$ cat src/sags_pkg.sv
// Shared types and constants for the slot allocator with generation store.
// Used by the channel interfaces, the first-free encoder and the top level.
package sags_pkg;

	localparam int NUM_SLOTS   = 256;
	localparam int NUM_THREADS = 4;
	localparam int SLOT_W      = (NUM_SLOTS > 1) ? $clog2(NUM_SLOTS) : 1;
	localparam int ENT_DEPTH   = NUM_SLOTS * NUM_THREADS;
	localparam int ENT_W       = (ENT_DEPTH > 1) ? $clog2(ENT_DEPTH) : 1;
	localparam int GEN_W       = 32;
	localparam int DATA_W      = 64;
	localparam int OP_W        = 2;
	localparam int THREAD_W    = 2;
	localparam int INDEX_W     = 9;
	localparam int OUT_SLOT_W  = 8;
	localparam int ERR_W       = 2;

	typedef enum logic [OP_W-1:0] {
		OP_ALLOC = 2'd0,
		OP_FREE  = 2'd1,
		OP_GET   = 2'd2,
		OP_SET   = 2'd3
	} op_t;

	typedef enum logic [ERR_W-1:0] {
		ERR_NONE     = 2'd0,
		ERR_INVALID  = 2'd1,
		ERR_NO_SLOTS = 2'd2
	} err_t;

	typedef enum logic [1:0] {
		ST_CLEAR,
		ST_IDLE,
		ST_RMW
	} state_t;

	typedef struct packed {
		logic              found;
		logic [SLOT_W-1:0] slot;
	} free_t;

	typedef struct packed {
		logic [GEN_W-1:0]  gen;
		logic [DATA_W-1:0] value;
	} entry_t;

endpackage

$ cat src/sags_first_free.sv
// Priority encoder: lowest clear bit of the slot-used bitmap.
// Depends on sags_pkg.
module sags_first_free (
	input  logic [sags_pkg::NUM_SLOTS-1:0] used,
	output sags_pkg::free_t                res
);

	always_comb begin
		res = '0;
		for (int i = sags_pkg::NUM_SLOTS - 1; i >= 0; i--) begin
			if (!used[i]) begin
				res.found = 1'b1;
				res.slot  = sags_pkg::SLOT_W'(i);
			end
		end
	end

endmodule

$ cat config.mk
export PLATFORM = sky130hd
export DESIGN_NAME = sags_first_free
export DESIGN_NICKNAME = d
export VERILOG_FILES = /design/src/sags_pkg.sv /design/src/sags_first_free.sv
export SDC_FILE = /design/constraint.sdc
export NUM_CORES = 1
export LEC_CHECK = 0
export CORE_AREA = 2 2 104 106
export DETAILED_ROUTE_END_ITERATION = 7
export DIE_AREA = 0 0 106 108
export DONT_BUFFER_PORTS = 1
export PLACE_DENSITY_LB_ADDON = 0.05
export SLEW_MARGIN = 20
export SYNTH_ARGS = -nofsm -noshare
export SYNTH_HDL_FRONTEND = slang
export SYNTH_SLANG_ARGS = --single-unit
export TNS_END_PERCENT = 50
$ cat constraint.sdc
create_clock -name vclk -period 3.1
set_clock_uncertainty 0.2 [all_clocks]
set_input_delay 0.93 -clock vclk [all_inputs]
set_output_delay 0.93 -clock vclk [all_outputs]
set_load 0.005 [all_outputs]
After elaboration in Yosys (flattened, before gate mapping). Index checks and enable logic that the tools add are counted.

Register bits: 0. Bits in latches: 0. Bits in writable memories: 0. Memory bits (read-only): 0. Input port bits: 256. Output and inout port bits: 9. Word-level logic and storage cells: 256. Memories kept: 0.

$add $sub $neg: 0. Multiply operators: 0. Div/mod/pow operators: 0. $lt $le $gt $ge: 0. Equal/unequal tests: 0. Shifts and indexed selects: 0. Mux-type cells: 256. Bitwise gates (word level): 0. Reduce and logical (&&, ||, !) cells: 0.

Operators by type and width (count): $mux W9 (256).

Depth between registers and ports, before layout. Gate-level depths: netlist of run 1.

Depth after elaboration: 256. Gate-level depth with buffers: 8. Mapped depth without buffers: 8.

Worst setup path before layout of run 1. No wires, ideal clock.

Path kind: input-to-output. Start point: in used[112] (netlist bit). End point: out res[0] (netlist bit). Data arrival time: 2.162 ns. Data required time: 1.970 ns. Slack: -0.192 ns. Cell stages on the path: 7. Buffers on the path: 0. Path through: inv_1 > o21ai_0 > a211o_1 > a21oi_2 > o2111ai_1 > a311o_1 > o31a_1.

RTL lines: start, declared (line sags_first_free.sv:4) `input logic [sags_pkg::NUM_SLOTS-1:0] used,`; end, declared (line sags_first_free.sv:5) `output sags_pkg::free_t res`.

==> metrics.log, run 1 <==
[metrics] result of the run: complete, but fails checks
[metrics] failing checks: negative setup slack
[metrics] worst voltage drop across the vdd grid: 0.0265 mV
[metrics] Die Area: 11400 µm²
[metrics] area delta synth->final: 37.4%
[metrics] fraction of layout cells with a size suffix above 1: 0.256
[metrics] Most common cell on crit path: sky130_fd_sc_hd__o21ai_0
[metrics] setup repair after global routing missed its margin: yes
[metrics] total number of placement rows: 37
[metrics] CP Class: input port to output port
[metrics] worst min-delay path category: input port to output port
[metrics] Placed Cells: 845
[metrics] Max Cap Violations: 0
[metrics] fill cell count: 1123
[metrics] net count after synthesis: 862
[metrics] Routed Antenna Nets: 0
[metrics] final number of setup-violating endpoints: 9
[metrics] Antenna diodes: 0
[metrics] time the final worst path needs with I/O delays and setup: 3480 ps
[metrics] Iter 0 DRT Violations: 313
[metrics] die width: 106 µm
[metrics] normalized max-slew margin: 0.638
[metrics] Leak Pwr: 1.64 nW
[metrics] routed len/inst: 18.2 µm
[metrics] clock buffer instance count of the final layout: 0
[metrics] wire length of the first global-routing pass: 23.8 mm
[metrics] via count of the first global-routing pass: 5333
[metrics] Sequential Area: 0 µm²
[metrics] vertical die dimension: 108 µm
[metrics] portion of the post-synthesis area used by sequential elements: 0
[metrics] cell type of the slowest stage on the worst timing path: sky130_fd_sc_hd__o211ai_1
[metrics] number of sequential cells in the layout: 0
[metrics] Std-Cell Core Area: 10200 µm²
[metrics] critical path's largest stage delay: 300 ps
[metrics] maximum fanout along the worst path: 4
[metrics] netlist area before placement: 3400 µm²
[metrics] number of distinct library cell variants in the gate-level netlist after synthesis: 60
[metrics] CP Cell Sequence: nor2b_1 -> o21ai_0 -> a21oi_1 -> o21ai_0 -> a311oi_2 -> o211ai_1 -> a21oi_2 -> o31a_1
[metrics] Crit. path cell count: 8
[metrics] most common cell after layout, fill and taps aside: sky130_fd_sc_hd__nand2_1
[metrics] gate count of the mapped netlist: 606
[metrics] leading cell types in the layout, fill and taps excluded: 106 x sky130_fd_sc_hd__nand2_1, 104 x sky130_fd_sc_hd__buf_4, 81 x sky130_fd_sc_hd__nand4_1
[metrics] Critical Path End: res[0]
[metrics] critical path data required time: 1970 ps
[metrics] min setup slack post-route: -384 ps
[metrics] P per Cell Area: 51.9 nW/µm²
[metrics] final WL: 15.4 mm
[metrics] worst slew pin tran: 536 ps
[metrics] Post-Syn Area per Cell: 5.60 µm²
[metrics] hold buffer count at CTS: 0
[metrics] router iterations before antenna repair: 6
[metrics] total number of nets in the final design: 969
[metrics] Largest delay share family, worst path: compound AO/OA/AOI/OAI gates
[metrics] routability-driven placement congestion ratio: 0.846
[metrics] highest achievable clock rate: 287 MHz
[metrics] final hold viol count: 0
[metrics] final cell count without fillers: 847
[metrics] I/O Pins: 265
[metrics] remaining global-route overflow: 0
[metrics] DRC violation count after routing: 0
[metrics] count of vias placed by the detailed router: 5290
[metrics] DPL Wire Length: 13.6 mm
[metrics] starting utilization of the core area: 0.332
[metrics] share of the clock period used by the worst path after layout: 1.12
[metrics] accumulated negative setup slack: -3040 ps
[metrics] worst setup path startpoint: used[238]
[metrics] worst hold slack: 1910 ps
[metrics] startpoint kind of the worst setup timing path: input port
[metrics] global-route usage over all layers: 0.248
[metrics] count of port buffers added during placement: 0
[metrics] buffers plus inverters on the worst setup path: 0
[metrics] largest net degree at the start of global routing: 6
[metrics] Worst Path Arrival: 2350 ps
[metrics] Via density: 6.25
[metrics] CP Capture Type: output port
[metrics] antenna violations before repair: 0
[metrics] synth warn: 0
[metrics] number of max-slew violations in the final report: 0
-- Yosys cell counts, drive strengths merged (11+ instances only) --
cell / n / area (µm²)
nand2: 112 / 425
nand4: 82 / 519
o21ai: 58 / 290
inv: 55 / 206
nor2: 42 / 158
a21oi: 38 / 194
nand3: 37 / 185
a31oi: 27 / 169
nor3: 21 / 141
nor4: 16 / 128
a21o: 11 / 83.8
o211ai: 11 / 82.6
-- worst min-delay path by stage --
| stage | from | endpoint | slack (ps) | depth (start not counted) |
|---|---|---|---|---|
| global route | used[0] | res[0] | 1910 | 2 |
| global placement | used[0] | res[0] | 1910 | 2 |
| finish | used[0] | res[0] | 1910 | 2 |
| detailed placement | used[0] | res[0] | 1910 | 2 |
| CTS | used[0] | res[0] | 1910 | 2 |
| floorplan | used[0] | res[0] | 1840 | 2 |
-- power breakdown --
part / internal, mW / switching [mW]
logic: 0.124 / 0.118
registers: 0 / 0
clock network: 0 / 0
-- per-layer routing --
metal / GRT usage / share of wire
met1: 0.271 / 0.37
met2: 0.503 / 0.53
met3: 0.0476 / 0.085
met4: 0.0348 / 0.014
met5: 0 / 0
-- through the flow --
| stage | total power, mW | worst slack [ps] | area (µm²) | utilization |
|---|---|---|---|---|
| after floorplan | 0.148 | -160 | 3440 | - |
| after CTS | 0.240 | -406 | 4580 | 0.448 |
| final | 0.242 | -384 | 4670 | 0.456 |
| after global routing | 0.273 | -499 | 4670 | 0.456 |
| after detailed placement | 0.230 | -626 | 4380 | 0.428 |
| after global placement | 0.228 | -598 | 4380 | 0.428 |
-- cell families after synthesis --
family / after synthesis / share of synthesized area
buffers and inverters: 55 / 0.0608
AND/OR/NAND/NOR: 346 / 0.539
AO/OA/AOI/OAI: 205 / 0.401
-- cell type report --
class,count,area [µm²],area share
inverter,55,221,0.0475
multi-input combinational,551,3480,0.746
tap,136,170,0.0365
timing repair buffer,105,792,0.170
-- repair_timing --
action	4_1_cts	5_1_grt
setup endpoints to repair	9	9
pin swaps	26	12
buffers inserted	4	0
resized for setup	42	19
hold endpoints to repair	0	0
No activity file was read; power rests on OpenSTA's default activity.
==> run 2: changes to the inputs <==
- clock period: 3.1 -> 3.4 ns (I/O delays scaled with it)
==> run 2 against run 1 <==
Net effect: the flow still finishes with violations (negative setup slack); final cell count is 0.59% higher; global-route usage up 0.57 points; core utilization up 0.59 points; total power decreased by 7.0%; non-clock buffer count rose by 5; critical path type unchanged; critical path depth fell by 1; count of clock-buffer cells in the layout unchanged; final area rose by 1.3%.
==> metrics.log, run 2 (synthesis results as in run 1) <==
[metrics] result of the run: complete, but fails checks (unchanged)
[metrics] failing checks: negative setup slack (unchanged)
[metrics] fraction of layout cells with a size suffix above 1: 0.265 (was 0.256)
[metrics] worst min-delay path category: input port to output port (unchanged)
[metrics] min setup slack post-route: -318 ps (was -384 ps)
[metrics] total number of placement rows: 37 (unchanged)
[metrics] number of max-slew violations in the final report: 0 (unchanged)
[metrics] Die Area: 11400 µm² (unchanged)
[metrics] time the final worst path needs with I/O delays and setup: 3720 ps
[metrics] Worst Path Arrival: 2500 ps (was 2350 ps)
[metrics] placed cell area: 4360 µm² (was 4380 µm²)
[metrics] starting utilization of the core area: 0.332 (unchanged)
[metrics] normalized max-slew margin: 0.607 (was 0.638)
[metrics] final cell area excluding filler cells: 4730 µm² (was 4670 µm²)
[metrics] total number of nets in the final design: 974 (was 969)
[metrics] Iter 0 DRT Violations: 324 (was 313)
[metrics] DPL Wire Length: 13.9 mm (was 13.6 mm)
[metrics] Sequential Area: 0 µm² (unchanged)
[metrics] startpoint kind of the worst setup timing path: input port (unchanged)
[metrics] met3 Resource Use GR: 0.0705 (was 0.0476)
[metrics] routability-driven placement congestion ratio: 0.929 (was 0.846)
[metrics] Std-Cell Core Area: 10200 µm² (unchanged)
[metrics] largest net degree at the start of global routing: 6 (unchanged)
[metrics] Via density: 6.13 (was 6.25)
[metrics] P per Cell Area: 47.7 nW/µm² (was 51.9 nW/µm²)
[metrics] final hold viol count: 0 (unchanged)
[metrics] wire length of the first global-routing pass: 24.0 mm (was 23.8 mm)
[metrics] Leak Pwr: 1.67 nW (was 1.64 nW)
[metrics] setup repair after global routing missed its margin: yes (unchanged)
[metrics] final total power: 0.225 mW (was 0.242 mW)
[metrics] final cell count without fillers: 852 (was 847)
[metrics] final number of setup-violating endpoints: 9 (unchanged)
[metrics] routed len/inst: 18.4 µm (was 18.2 µm)
[metrics] accumulated negative setup slack: -2140 ps (was -3040 ps)
[metrics] highest achievable clock rate: 269 MHz
[metrics] Placed Cells: 847 (was 845)
[metrics] share of the clock period used by the worst path after layout: 1.09
[metrics] number of sequential cells in the layout: 0 (unchanged)
[metrics] antenna violations before repair: 0 (unchanged)
[metrics] critical path's largest stage delay: 320 ps (was 300 ps)
[metrics] clock buffer instance count of the final layout: 0 (unchanged)
[metrics] hold buffer count at CTS: 0 (unchanged)
[metrics] DRC violation count after routing: 0 (unchanged)
[metrics] vertical die dimension: 108 µm (unchanged)
[metrics] worst voltage drop across the vdd grid: 0.0240 mV (was 0.0265 mV)
[metrics] via count of the first global-routing pass: 5227 (was 5333)
[metrics] remaining global-route overflow: 0 (unchanged)
[metrics] CP Capture Type: output port (unchanged)
[metrics] Max Cap Violations: 0 (unchanged)
[metrics] critical path data required time: 2180 ps (was 1970 ps)
[metrics] maximum fanout along the worst path: 3 (was 4)
[metrics] cell type of the slowest stage on the worst timing path: sky130_fd_sc_hd__a211o_1 (was sky130_fd_sc_hd__o211ai_1)
[metrics] CP Cell Sequence: nand4_1 -> or2_1 -> a211oi_2 -> o221ai_2 -> a21oi_2 -> o41ai_2 -> a211o_1 (was nor2b_1 -> o21ai_0 -> a21oi_1 -> o21ai_0 -> a311oi_2 -> o211ai_1 -> a21oi_2 -> o31a_1)
[metrics] met1 demand-to-capacity share in global routing: 0.290 (was 0.271)
[metrics] worst hold slack: 2060 ps (was 1910 ps)
[metrics] count of port buffers added during placement: 0 (unchanged)
[metrics] area delta synth->final: 39.2% (was 37.4%)
[metrics] worst hold stages: 2 (unchanged)
[metrics] most crowded layer after global routing: met2 (unchanged)
[metrics] CP Class: input port to output port (unchanged)
[metrics] global-route usage over all layers: 0.254 (was 0.248)
[metrics] I/O Pins: 265 (unchanged)
[metrics] Routed Antenna Nets: 0 (unchanged)
[metrics] leading cell types in the layout, fill and taps excluded: 110 x sky130_fd_sc_hd__buf_4, 106 x sky130_fd_sc_hd__nand2_1, 81 x sky130_fd_sc_hd__nand4_1 (was 106 x sky130_fd_sc_hd__nand2_1, 104 x sky130_fd_sc_hd__buf_4, 81 x sky130_fd_sc_hd__nand4_1)
[metrics] final WL: 15.7 mm (was 15.4 mm)
[metrics] met2 usage in global routing: 0.498 (was 0.503)
[metrics] worst slew pin tran: 582 ps (was 536 ps)
[metrics] Antenna diodes: 0 (unchanged)
[metrics] count of vias placed by the detailed router: 5226 (was 5290)
[metrics] die width: 106 µm (unchanged)
[metrics] router iterations before antenna repair: 7 (was 6)
[metrics] most common cell after layout, fill and taps aside: sky130_fd_sc_hd__buf_4 (was sky130_fd_sc_hd__nand2_1)
run 2: cell types whose count changed in the layout (fill, tap and decap cells not counted), moves of 2 or more:
cell | previous run | this run
sky130_fd_sc_hd__buf_4 | 104 | 110
sky130_fd_sc_hd__a221oi_1 | 5 | 2
sky130_fd_sc_hd__a221oi_2 | 0 | 3
sky130_fd_sc_hd__a211oi_1 | 4 | 2
sky130_fd_sc_hd__a211oi_2 | 2 | 4
sky130_fd_sc_hd__nor2_1 | 39 | 41
sky130_fd_sc_hd__nor2_4 | 2 | 0
sky130_fd_sc_hd__nor4b_2 | 3 | 1
sky130_fd_sc_hd__o21ai_1 | 7 | 5
sky130_fd_sc_hd__o21ai_2 | 3 | 5
run 2: per-layer routing:
| layer | vias up | wire (µm) |
|---|---|---|
| met3 | 2 | 1470 |
| li1 | 2615 | - |
| met2 | 210 | 8110 |
| met4 | 0 | 23 |
| met1 | 2399 | 6110 |
| met5 | - | 0 |
run 2: per-stage QoR:
step | utilization | setup WS, ps
finish | 0.462 | -318
global route | 0.462 | -388
CTS | 0.450 | -339
detailed placement | 0.426 | -512
global placement | 0.426 | -478
floorplan | - | -39.7
run 2: final timing paths:
check	endpoint	start
worst max-delay path	res[2]	used[223]
worst min-delay path	res[0]	used[0]
run 2: final cells by class:
cell class                 instances  area [µm²]
tap                              136         170
multi-input combinational        551        3520
timing repair buffer             110         826
fill                            1123        5500
inverter                          55         211
run 2: report_power, final:
part           leakage (nW)  internal, mW  total, mW  switching, mW
registers                 0             0          0              0
clock network             0             0          0              0
logic                  1.67         0.115      0.225          0.110
total                  1.67         0.115      0.225          0.110
run 2: critical path: cells and delay by family:
family	cells	cell delay, ps
compound gates	5	1040
simple gates	2	430
run 2: what timing repair did:
action,CTS,global route
buffers inserted,4,3
pin swaps,30,16
gates resized for setup,46,22
setup endpoints to repair,9,9
